==> src/design/pvrc_pkg.sv <==
`timescale 1ns / 1ps
`default_nettype none
// ----------------------------------------------------------------------------
// PIN verify package
// Shared types and constants of the PIN checker with try counter.
// ----------------------------------------------------------------------------
package pvrc_pkg;

  localparam int LEN_W      = 4;
  localparam int TRIES_W    = 4;
  localparam int CFG_W      = 4;
  localparam int CFG_IDX_W  = 2;
  localparam int FIELD_PIN_W = 64;

  localparam logic [7:0] REF_APP    = 8'h80;
  localparam logic [7:0] REF_GLOBAL = 8'h00;

  localparam int DEFAULT_LEN = 6;
  localparam logic [7:0] DEFAULT_DIGITS [DEFAULT_LEN] =
    '{8'h31, 8'h32, 8'h33, 8'h34, 8'h35, 8'h36};

  localparam logic [CFG_IDX_W-1:0] CFG_RETRY_LIMIT = 2'd0;
  localparam logic [CFG_IDX_W-1:0] CFG_MIN_LEN     = 2'd1;
  localparam logic [CFG_IDX_W-1:0] CFG_MAX_LEN     = 2'd2;

  typedef enum logic [1:0] {
    CMD_STATUS  = 2'd0,
    CMD_VERIFY  = 2'd1,
    CMD_CHANGE  = 2'd2,
    CMD_FACTORY = 2'd3
  } cmd_t;

  typedef enum logic [2:0] {
    ST_SUCCESS     = 3'd0,
    ST_WRONG       = 3'd1,
    ST_BAD_REF     = 3'd2,
    ST_BLOCKED     = 3'd3,
    ST_SEC_NOT_SAT = 3'd4,
    ST_WRONG_LEN   = 3'd5
  } status_t;

  typedef struct packed {
    logic [CFG_W-1:0] retry_limit;
    logic [CFG_W-1:0] min_pin_length;
    logic [CFG_W-1:0] max_pin_length;
  } cfg_t;

  typedef struct packed {
    cmd_t                   command;
    logic [7:0]             pin_reference;
    logic [FIELD_PIN_W-1:0] entered_pin;
    logic [LEN_W-1:0]       entered_length;
    logic [FIELD_PIN_W-1:0] new_pin_value;
    logic [LEN_W-1:0]       new_length;
  } item_t;

  typedef struct packed {
    status_t              status;
    logic [TRIES_W-1:0]   tries_left;
    logic                 verified;
  } res_t;

endpackage
`default_nettype wire

==> src/design/pvrc_cfg.sv <==
`timescale 1ns / 1ps
`default_nettype none
// ----------------------------------------------------------------------------
// PIN verify configuration registers
// Retry limit and PIN length bounds, written through a plain write port.
// ----------------------------------------------------------------------------
module pvrc_cfg (
  input  wire logic                           clk,
  input  wire logic                           rst_n,
  input  wire logic                           cfg_we,
  input  wire logic [pvrc_pkg::CFG_IDX_W-1:0] cfg_index,
  input  wire logic [pvrc_pkg::CFG_W-1:0]     cfg_wdata,
  output pvrc_pkg::cfg_t                      cfg
);
  import pvrc_pkg::*;

  cfg_t cfg_r, cfg_nxt;

  always_comb begin
    cfg_nxt = cfg_r;
    if (cfg_we) begin
      case (cfg_index)
        CFG_RETRY_LIMIT: cfg_nxt.retry_limit    = cfg_wdata;
        CFG_MIN_LEN:     cfg_nxt.min_pin_length = cfg_wdata;
        CFG_MAX_LEN:     cfg_nxt.max_pin_length = cfg_wdata;
        default:         cfg_nxt = cfg_r;
      endcase
    end
  end

  always_ff @(posedge clk) begin
    if (!rst_n) begin
      cfg_r.retry_limit    <= CFG_W'(3);
      cfg_r.min_pin_length <= CFG_W'(6);
      cfg_r.max_pin_length <= CFG_W'(8);
    end else begin
      cfg_r <= cfg_nxt;
    end
  end

  assign cfg = cfg_r;

endmodule
`default_nettype wire

==> src/design/pvrc_engine.sv <==
`timescale 1ns / 1ps
`default_nettype none
// ----------------------------------------------------------------------------
// PIN verify engine
// Holds the stored PIN, its length, the try counter and the verified flag,
// and decides one command per cycle, updating its state only while item_en is high.
// ----------------------------------------------------------------------------
module pvrc_engine #(
  parameter int PIN_BYTES = 8
) (
  input  wire logic            clk,
  input  wire logic            rst_n,
  input  wire logic            item_en,
  input  wire pvrc_pkg::item_t item,
  input  wire pvrc_pkg::cfg_t  cfg,
  output pvrc_pkg::res_t       res
);
  import pvrc_pkg::*;

  localparam int PinW   = 8 * PIN_BYTES;
  localparam int DefLen = (PIN_BYTES < DEFAULT_LEN) ? PIN_BYTES : DEFAULT_LEN;
  localparam logic [LEN_W-1:0] PinBytesL = LEN_W'(PIN_BYTES);
  localparam logic [LEN_W-1:0] DefLenL   = LEN_W'(DefLen);

  function automatic logic [PinW-1:0] factory_pin_value();
    logic [PinW-1:0] p;
    p = '0;
    for (int i = 0; i < DefLen; i++) begin
      p[8*i +: 8] = DEFAULT_DIGITS[i];
    end
    return p;
  endfunction

  localparam logic [PinW-1:0] DefPin = factory_pin_value();

  logic [PinW-1:0]    pin_r, pin_nxt;
  logic [LEN_W-1:0]   len_r, len_nxt;
  logic [TRIES_W-1:0] tries_r, tries_nxt;
  logic               ok_r, ok_nxt;
  status_t            status;

  logic            ref_ok;
  logic            match;
  logic            new_len_ok;
  logic [PinW-1:0] new_pin;

  assign ref_ok = (item.pin_reference == REF_APP) || (item.pin_reference == REF_GLOBAL);

  always_comb begin
    match = (item.entered_length <= PinBytesL) && (item.entered_length == len_r);
    for (int i = 0; i < PIN_BYTES; i++) begin
      if ((LEN_W'(i) < item.entered_length) &&
          (item.entered_pin[8*i +: 8] != pin_r[8*i +: 8])) begin
        match = 1'b0;
      end
    end
  end

  always_comb begin
    for (int i = 0; i < PIN_BYTES; i++) begin
      new_pin[8*i +: 8] = (LEN_W'(i) < item.new_length) ? item.new_pin_value[8*i +: 8] : 8'h00;
    end
  end

  assign new_len_ok = (item.new_length >= cfg.min_pin_length) &&
                      (item.new_length <= cfg.max_pin_length) &&
                      (item.new_length <= PinBytesL);

  always_comb begin
    pin_nxt   = pin_r;
    len_nxt   = len_r;
    tries_nxt = tries_r;
    ok_nxt    = ok_r;
    status    = ST_SUCCESS;
    case (item.command)
      CMD_STATUS: begin
        status = ok_r ? ST_SUCCESS : ST_WRONG;
      end
      CMD_VERIFY: begin
        if (!ref_ok) begin
          status = ST_BAD_REF;
        end else if (tries_r == '0) begin
          status = ST_BLOCKED;
        end else if (match) begin
          ok_nxt    = 1'b1;
          tries_nxt = cfg.retry_limit;
          status    = ST_SUCCESS;
        end else begin
          ok_nxt    = 1'b0;
          tries_nxt = tries_r - TRIES_W'(1);
          status    = ST_WRONG;
        end
      end
      CMD_CHANGE: begin
        if (!ref_ok) begin
          status = ST_BAD_REF;
        end else if (!ok_r || !match) begin
          status = ST_SEC_NOT_SAT;
        end else if (!new_len_ok) begin
          status = ST_WRONG_LEN;
        end else begin
          pin_nxt = new_pin;
          len_nxt = item.new_length;
          status  = ST_SUCCESS;
        end
      end
      CMD_FACTORY: begin
        pin_nxt   = DefPin;
        len_nxt   = DefLenL;
        tries_nxt = cfg.retry_limit;
        ok_nxt    = 1'b0;
        status    = ST_SUCCESS;
      end
      default: begin
        status = ST_SUCCESS;
      end
    endcase
  end

  always_ff @(posedge clk) begin
    if (!rst_n) begin
      pin_r   <= DefPin;
      len_r   <= DefLenL;
      tries_r <= TRIES_W'(3);
      ok_r    <= 1'b0;
    end else if (item_en) begin
      pin_r   <= pin_nxt;
      len_r   <= len_nxt;
      tries_r <= tries_nxt;
      ok_r    <= ok_nxt;
    end
  end

  assign res.status     = status;
  assign res.tries_left = tries_nxt;
  assign res.verified   = ok_nxt;

  a_factory_restores: assert property (@(posedge clk) disable iff (!rst_n)
    item_en && (item.command == CMD_FACTORY) |=>
      !ok_r && (tries_r == $past(cfg.retry_limit)) && (len_r == DefLenL))
    else $error("factory reset did not restore tries, flag or length");

  a_miss_uses_try: assert property (@(posedge clk) disable iff (!rst_n)
    item_en && (item.command == CMD_VERIFY) && (status == ST_WRONG) |=>
      !ok_r && (tries_r == $past(tries_r) - TRIES_W'(1)))
    else $error("wrong PIN did not use exactly one try");

  a_change_keeps_tries: assert property (@(posedge clk) disable iff (!rst_n)
    item_en && (item.command == CMD_CHANGE) |=>
      (ok_r == $past(ok_r)) && (tries_r == $past(tries_r)))
    else $error("change command altered tries or verified flag");

  a_len_bound: assert property (@(posedge clk) disable iff (!rst_n)
    len_r <= PinBytesL)
    else $error("stored PIN length beyond storage");

endmodule
`default_nettype wire

==> src/design/pin_verify_retry_counter_core.sv <==
`timescale 1ns / 1ps
`default_nettype none
// ----------------------------------------------------------------------------
// PIN verify retry counter core
// PIN checker with try counter: status, verify, change and factory reset.
// ----------------------------------------------------------------------------
// Channel | Direction | Contents
// in_     | sink      | one command beat: tuser command, tdata arguments
// out_    | source    | one result beat per command
// cfg_    | write     | retry_limit (0), min_pin_length (1), max_pin_length (2)
//
// The engine decides a command combinationally between the input register
// and the result register, so one beat is accepted every cycle when out_tready
// is high. A result is registered when its command advances from the input
// register, and leaves through out_ while out_tready is high.
// Reset is synchronous and active low; no clearing pass is needed.
// A stalled result holds the engine; in_tready falls only when both stages are full.
// ----------------------------------------------------------------------------
module pin_verify_retry_counter_core #(
  parameter int PIN_BYTES = 8
) (
  input  wire logic                           clk,
  input  wire logic                           rst_n,
  input  wire logic                           in_tvalid,
  output logic                                in_tready,
  // pin_reference[7:0], entered_pin[71:8], entered_length[75:72],
  // new_pin_value[139:76], new_length[143:140]
  input  wire logic [143:0]                   in_tdata,
  // command[1:0]
  input  wire logic [1:0]                     in_tuser,
  output logic                                out_tvalid,
  input  wire logic                           out_tready,
  // status[2:0], tries_left[6:3], verified[7]
  output logic [7:0]                          out_tdata,
  input  wire logic                           cfg_we,
  input  wire logic [pvrc_pkg::CFG_IDX_W-1:0] cfg_index,
  input  wire logic [pvrc_pkg::CFG_W-1:0]     cfg_wdata
);
  import pvrc_pkg::*;

  logic  in_valid_r;
  item_t in_item_r;
  logic  out_valid_r;
  res_t  out_res_r;
  logic  adv;
  logic  in_acc;
  item_t item_in;
  cfg_t  cfg;
  res_t  res;

  assign adv       = in_valid_r && (!out_valid_r || out_tready);
  assign in_tready = !in_valid_r || adv;
  assign in_acc    = in_tvalid && in_tready;

  assign item_in.command        = cmd_t'(in_tuser);
  assign item_in.pin_reference  = in_tdata[7:0];
  assign item_in.entered_pin    = in_tdata[71:8];
  assign item_in.entered_length = in_tdata[75:72];
  assign item_in.new_pin_value  = in_tdata[139:76];
  assign item_in.new_length     = in_tdata[143:140];

  always_ff @(posedge clk) begin
    if (!rst_n) begin
      in_valid_r <= 1'b0;
    end else if (in_tready) begin
      in_valid_r <= in_tvalid;
    end
  end

  always_ff @(posedge clk) begin
    if (in_acc) begin
      in_item_r <= item_in;
    end
  end

  always_ff @(posedge clk) begin
    if (!rst_n) begin
      out_valid_r <= 1'b0;
    end else if (adv) begin
      out_valid_r <= 1'b1;
    end else if (out_tready) begin
      out_valid_r <= 1'b0;
    end
  end

  always_ff @(posedge clk) begin
    if (adv) begin
      out_res_r <= res;
    end
  end

  pvrc_cfg u_cfg (
    .clk       (clk),
    .rst_n     (rst_n),
    .cfg_we    (cfg_we),
    .cfg_index (cfg_index),
    .cfg_wdata (cfg_wdata),
    .cfg       (cfg)
  );

  pvrc_engine #(
    .PIN_BYTES (PIN_BYTES)
  ) u_engine (
    .clk     (clk),
    .rst_n   (rst_n),
    .item_en (adv),
    .item    (in_item_r),
    .cfg     (cfg),
    .res     (res)
  );

  assign out_tvalid = out_valid_r;
  assign out_tdata  = {out_res_r.verified, out_res_r.tries_left, out_res_r.status};

endmodule
`default_nettype wire

==> config.mk <==
export PLATFORM = sky130hd
export DESIGN_NAME = pin_verify_retry_counter_core
export DESIGN_NICKNAME = d
export VERILOG_FILES = /design/src/design/pvrc_pkg.sv /design/src/design/pvrc_cfg.sv /design/src/design/pvrc_engine.sv /design/src/design/pin_verify_retry_counter_core.sv
export SDC_FILE = /design/constraint.sdc
export NUM_CORES = 1
export LEC_CHECK = 0
export BUFFER_PORTS_ARGS = -buffer_cell sky130_fd_sc_hd__buf_2
export CORE_ASPECT_RATIO = 0.8
export CORE_UTILIZATION = 58
export CTS_BUF_LIST = sky130_fd_sc_hd__clkbuf_8
export DETAILED_ROUTE_END_ITERATION = 8
export PLACE_DENSITY = 0.94
export REMOVE_ABC_BUFFERS = 1
export SYNTH_ARGS = -nofsm -noshare
export SYNTH_HDL_FRONTEND = slang
export SYNTH_SLANG_ARGS = --single-unit
==> constraint.sdc <==
create_clock -name clk -period 6.57 [get_ports clk]
set_input_delay 1.6425 -clock clk [delete_from_list [all_inputs] [get_ports clk]]
set_output_delay 1.6425 -clock clk [all_outputs]
set_load 0.01 [all_outputs]
==> results of run 1 <==
layout make-up:
type / count / area, um^2 / area share
Clock buffer: 45 / 619 / 0.0549
Sequential cell: 240 / 6340 / 0.562
Timing Repair Buffer: 168 / 861 / 0.0764
Antenna cell: 1 / 2.50 / 0.000222
Tap cell: 215 / 269 / 0.0239
Multi-Input combinational cell: 453 / 2980 / 0.264
Inverter: 15 / 56.3 / 0.00499
Clock inverter: 22 / 149 / 0.0132
metal layers:
layer  global-route usage  part of all wire  up-vias
met3               0.0645             0.083       34
li1                     -                 -     2990
met5                    0           0.00067        -
met4               0.0730             0.016        2
met1                0.303              0.44     2904
met2                0.402              0.46      229
registers in the layout, summed over array words and instances, names as in the netlist:
register,flops
u_engine.pin_r,64
u_engine.ok_r,1
in_valid_r,1
out_tvalid,1
u_cfg.cfg,12
in_item_r,145
out_tdata,8
u_engine.len_r,4
u_engine.tries_r,4
placed cells by master, fill, tap and decap left out, types with 6 or more instances in the layout:
| cell type | synthesis | routed |
|---|---|---|
| nor3_1 | 6 | 6 |
| o21ai_0 | 14 | 14 |
| nor2_1 | 40 | 40 |
| nor2b_1 | 12 | 12 |
| mux2i_1 | 76 | 76 |
| xor2_1 | 11 | 11 |
| clkbuf_8 | 0 | 45 |
| ha_1 | 9 | 9 |
| a21oi_1 | 33 | 33 |
| dfxtp_1 | 87 | 87 |
| inv_1 | 15 | 23 |
| nor4_1 | 6 | 6 |
| buf_2 | 0 | 165 |
| edfxtp_1 | 153 | 153 |
| nand2_1 | 111 | 111 |
| xnor2_1 | 57 | 57 |
| nand4_1 | 14 | 14 |
| and3_1 | 6 | 6 |
worst max-delay path, cell delays in order:
cell,delay [ns]
buf_2,0.09
nor2b_1,0.21
nand2_1,0.11
buf_2,0.15
per-stage QoR:
| stage | util | setup WS (ns) | instance area, um^2 | power, W | hold slack (ns) |
|---|---|---|---|---|---|
| global route | 0.709 | 2.51 | 11300 | 0.00326 | 0.497 |
| global placement | 0.661 | 2.71 | 10500 | 0.00190 | 0.454 |
| finish | 0.709 | 2.72 | 11300 | 0.00314 | 0.471 |
| floorplan | - | 0.862 | 9360 | 0.00182 | 0.446 |
| CTS | 0.709 | 2.73 | 11300 | 0.00318 | 0.472 |
| detailed placement | 0.661 | 2.64 | 10500 | 0.00191 | 0.460 |
worst paths after layout:
| check | startpoint | end | slack, ns | depth (start not counted) |
|---|---|---|---|---|
| worst max-delay path | out_tready | in_tready | 2.72 | 4 |
| worst min-delay path | u_engine.pin_r[48] | u_engine.pin_r[48] | 0.47 | 2 |
| worst max register to register | in_item_r[125] | u_engine.pin_r[26] | 2.85 | 8 |
| worst min register to register | u_engine.pin_r[48] | u_engine.pin_r[48] | 0.47 | 2 |
logic make-up after synthesis:
| kind of cell | synth area share |
|---|---|
| muxes | 0.0811 |
| buffers and inverters | 0.0227 |
| DFF | 0.665 |
| AOI/OAI and AO/OA | 0.0514 |
| xor gates and xnor gates | 0.0625 |
| and+or+nand+nor | 0.105 |
| adders and majority gates | 0.0118 |
where the power goes:
group          switching [W]  internal, W  leakage, nW
registers          0.0000303      0.00167         2.19
logic              0.0000968    0.0000757         1.62
clock network       0.000564     0.000701        0.422
==> metrics.txt, run 1 <==
vias after detailed routing=6159; io pins=167; syn avg cell area=13.0 um^2; Tcrit/Tclk final=0.586; layout cells sized above 1=0.245; largest net degree at the start of global routing=146; HPWL Detailed=12800 um; Commonest cells post-synth=edfxtp_1 (153), nand2_1 (111), dfxtp_1 (87); initial antenna violation count=1; Lkg Pwr=4.24 nW; Seq/Total Area, Yosys=0.665; Setup Total Neg Slack=0 ns; worst hold-check path type=reg -> reg; Max Slew Vio Count=0; Yosys top cell by area=edfxtp_1; DRT Pass-1 Iters=5; # nets final=1081; vias in the first global route=6321; share of the synthesized area in the top cell type=0.482; Final Setup Violations=0; core area=0.0159 mm^2; Initial Util=0.599; number of flops mapped to enable cells by yosys=153; post-CTS resize count=0; Total Wirelength=19500 um; TritonCTS Buffers=37; Placed Cells=1091; crit start category=input port; first-pass GRT wire length=31100 um; ys flop type=edfxtp_1; drt wl/cell=16.9 um; CTS sink cnt=240; worst IR drop on VDD=0.288 mV; clock-pin slew on the worst setup and hold paths=0.06 ns; Clock Tree Buf Depth=3; Die Footprint=0.0169 mm^2; Buffers on Ports=165; starting DRC count in detailed routing=318; mapped cell area=0.00952 mm^2; Hold Vio Cnt, Final=0; yosys warns=0; Final ANT Viol Nets=0; largest cells by area after synthesis=edfxtp_1 (48%), dfxtp_1 (18%), mux2i_1 (8.0%); Clock Skew=0.0258 ns; H-Tree Level Count=2; power per cell area=279 mW/mm^2; count of hold-fix buffers inserted at cts=0; Seq cells post-synth=240; total global routing overflow=0; Slew @ Worst Pin=1.20 ns; postcts setup bufs=0; worst-path fanout max=4; worst path required time=4.93 ns; root buffer cell=clkbuf_8; critical path class=in -> out; total track usage=0.237; drt drc=0; Non-Filler Instances=1159; GPL Wtd Cong=0.909; fmax=0.260 GHz; row count=41; Max transition margin=0.199; post-synthesis cell type count=51; CP Capture Type=primary output; max-cap violations=0; Area growth, synth to finish=18.4%; die width=145 um; Clock Latency Late Sink=0.53 ns; Final Critical Period=3.85 ns; Die Span Y=117 um; layout filler cell count=1115; asr flop ratio synth=0; most frequent cell after synthesis=edfxtp_1; Worst Path Arrival=2.20 ns; Gate Count Post-Synth=734; status=completed; vias per cell=5.31; RSZ-0062 raised after global routing=no; CTS tree=built
(Power assumes the default switching activity.)
==> inputs of run 2 (changes only) <==
- ABC_AREA: unset -> 1
- CORE_UTILIZATION: 58 -> 52
- PLACE_DENSITY: 0.94 -> 0.9
- clock period: 6.57 -> 3.15 ns (I/O delays scaled with it)
==> run 2 against run 1 <==
- sequential power is 110% higher
- sequential share of layout area is 1.7 points lower
- critical endpoint is now u_engine.pin_r[55]
- via count is 16% higher
- critical path type is now reg -> reg
- global-route usage is 1.2 points lower
==> metrics.txt, run 2 <==
status=completed; asr flop ratio synth=0; vias after detailed routing=7156; CP Capture Type=flip-flop; Slew @ Worst Pin=0.766 ns; initial antenna violation count=7; largest cells by area after synthesis=edfxtp_1 (47%), dfxtp_1 (18%), nand2_1 (10%); DRT Pass-1 Iters=5; Yosys top cell by area=edfxtp_1; vias in the first global route=6986; Flop pwr share=0.551; drt wl/cell=14.7 um; Total Wirelength=21200 um; total global routing overflow=0; fmax=0.372 GHz; io pins=167; crit-path max cell delay=0.40 ns; Combinational Power Share=0.083; worst IR drop on VDD=0.328 mV; M1 WL=9420 um; beginning of the worst register-to-register path=in_item_r[0]; mapped cell area=0.00975 mm^2; hold path depth=1; # nets final=1326; TritonCTS Buffers=38; most frequent cell after synthesis=nand2_1; Worst R2R Path Depth=14; Final WS setup=0.460 ns; number of flops mapped to enable cells by yosys=153; CTS tree=built; Clk pwr share=0.366; crit path cell chain=inv_1 > ha_1 > inv_1 > a21oi_1 > o21a_1 > o21a_1 > o21ai_0 > nor2_1 > nand2_1 > nand2_1 > nand2_2 > buf_12 > o21ai_0 > nor2_1; post-CTS resize count=0; Switching Share=0.238; postcts setup bufs=0; critical path class=reg -> reg; max layer used=met5; CP delay by family, top=compound AO/OA/AOI/OAI gates; met3 routed wirelength=1750 um; Setup WS pre-CTS=0.477 ns; post-synthesis cell type count=36; root buffer cell=clkbuf_8; die width=155 um; Commonest cells post-synth=nand2_1 (262), edfxtp_1 (153), nor2_1 (130); Lkg Pwr=4.97 nW; power per cell area=563 mW/mm^2; critical path depth in cells=14; worst hold-check path type=in -> reg; core area=0.0182 mm^2; CP Buf/Inv Count=3; Clock Tree Buf Depth=3; Die Span Y=124 um; internal power=0.00498 W; Worst Path Arrival=3.14 ns; Initial Util=0.535; Hold Vio Cnt, Final=0; largest net degree at the start of global routing=59; drt drc=0; crit start category=flip-flop; Max transition margin=0.489; starting DRC count in detailed routing=409; first-pass GRT wire length=33800 um; H-Tree Level Count=2; GPL Wtd Cong=0.865; worst path required time=3.60 ns; RR Endpoint=u_engine.pin_r[55]; total track usage=0.225; slowest CP cell=edfxtp_1; hold path endpoint=in_item_r[10]; row count=44; most frequent cells in the layout=nand2_1 (261), buf_2 (165), edfxtp_1 (153); Clock Latency Late Sink=0.52 ns; clock-pin slew on the worst setup and hold paths=0.06 ns; HPWL Detailed=14700 um; Final ANT Viol Nets=0; count of hold-fix buffers inserted at cts=0; Setup Total Neg Slack=0 ns; layout filler cell count=1442; Buffers on Ports=165; r2r setup slk=0.46 ns; Seq cells post-synth=240; P_sw=0.00156 W; Max Slew Vio Count=0; CTS sink cnt=240; Gate Count Post-Synth=967; max reg flops=145; share of the synthesized area in the top cell type=0.471; Area growth, synth to finish=19.2%; ys flop type=edfxtp_1; HP Start=in_tdata[82]; Seq/Total Area, Yosys=0.650; most common cell after layout, fill and taps aside=nand2_1; yosys warns=0; Final Setup Violations=0; vias per cell=4.96; syn avg cell area=10.1 um^2; max-cap violations=0; met2 wire len=9570 um; RSZ-0062 raised after global routing=no; Tcrit/Tclk final=0.854; worst-path fanout max=43; Clock Skew=0.0196 ns; Final Critical Period=2.69 ns; layout cells sized above 1=0.205; Die Footprint=0.0193 mm^2; Largest Register=in_item_r
run 2: cell count changes in the layout (fill, tap and decap cells not counted), sizes merged, moves of 25 or more:
cell   previous run  this run
a21oi            33        58
inv              23        97
mux2i            76         0
nand2           111       263
nor2             40       133
o21ai            15        46
run 2: how the worst max path moves through the flow:
| stage | to | from |
|---|---|---|
| floorplan | in_item_r[0] | out_tready |
| global placement | u_engine.pin_r[2] | in_item_r[72] |
| detailed placement | u_engine.pin_r[55] | in_item_r[0] |
| CTS | u_engine.pin_r[55] | in_item_r[0] |
| global route | u_engine.pin_r[43] | in_item_r[73] |
| finish | u_engine.pin_r[55] | in_item_r[0] |
run 2: final cells by class:
cell class | instances | area, um^2 | share of cell area
Inverter | 82 | 313 | 0.0269
Clock buffer | 42 | 578 | 0.0497
Timing Repair Buffer | 181 | 1010 | 0.0868
Tap cell | 253 | 317 | 0.0272
Multi-Input combinational cell | 617 | 2950 | 0.254
Sequential cell | 240 | 6340 | 0.545
Antenna cell | 3 | 7.51 | 0.000646
Clock inverter | 26 | 109 | 0.00937
run 2: metal layers:
metal	GRT usage	up-vias
li1	-	3572
met1	0.303	3267
met2	0.359	268
met3	0.0585	43
met4	0.0646	6
met5	0	-
run 2: power groups by stage:
stage	logic (W)	clock network (W)	registers [W]
floorplan	0.000304	0	0.00367
global placement	0.000513	0	0.00366
detailed placement	0.000538	0	0.00367
CTS	0.000542	0.00246	0.00360
global route	0.000607	0.00261	0.00362
finish	0.000539	0.00239	0.00360
run 2: cells by family (layout without fill, tap and decap cells):
family | after synthesis | after routing | share of synthesized area
fa+ha+maj | 9 | 9 | 0.0116
compound gates | 119 | 119 | 0.0657
buf+inv | 110 | 331 | 0.0481
other cells | 0 | 3 | 0
simple gates | 438 | 438 | 0.179
flops | 240 | 240 | 0.650
xor+xnor | 51 | 51 | 0.0458
run 2: stage by stage:
step | std cells | utilization | hold WS [ns] | power (W) | instance area [um^2]
after floorplan | 939 | - | 0.433 | 0.00397 | 9590
after global placement | 1373 | 0.600 | 0.446 | 0.00417 | 10900
after detailed placement | 1373 | 0.600 | 0.448 | 0.00421 | 10900
after CTS | 1441 | 0.637 | 0.407 | 0.00660 | 11600
after global routing | 1442 | 0.637 | 0.411 | 0.00684 | 11600
final | 1444 | 0.638 | 0.435 | 0.00654 | 11600
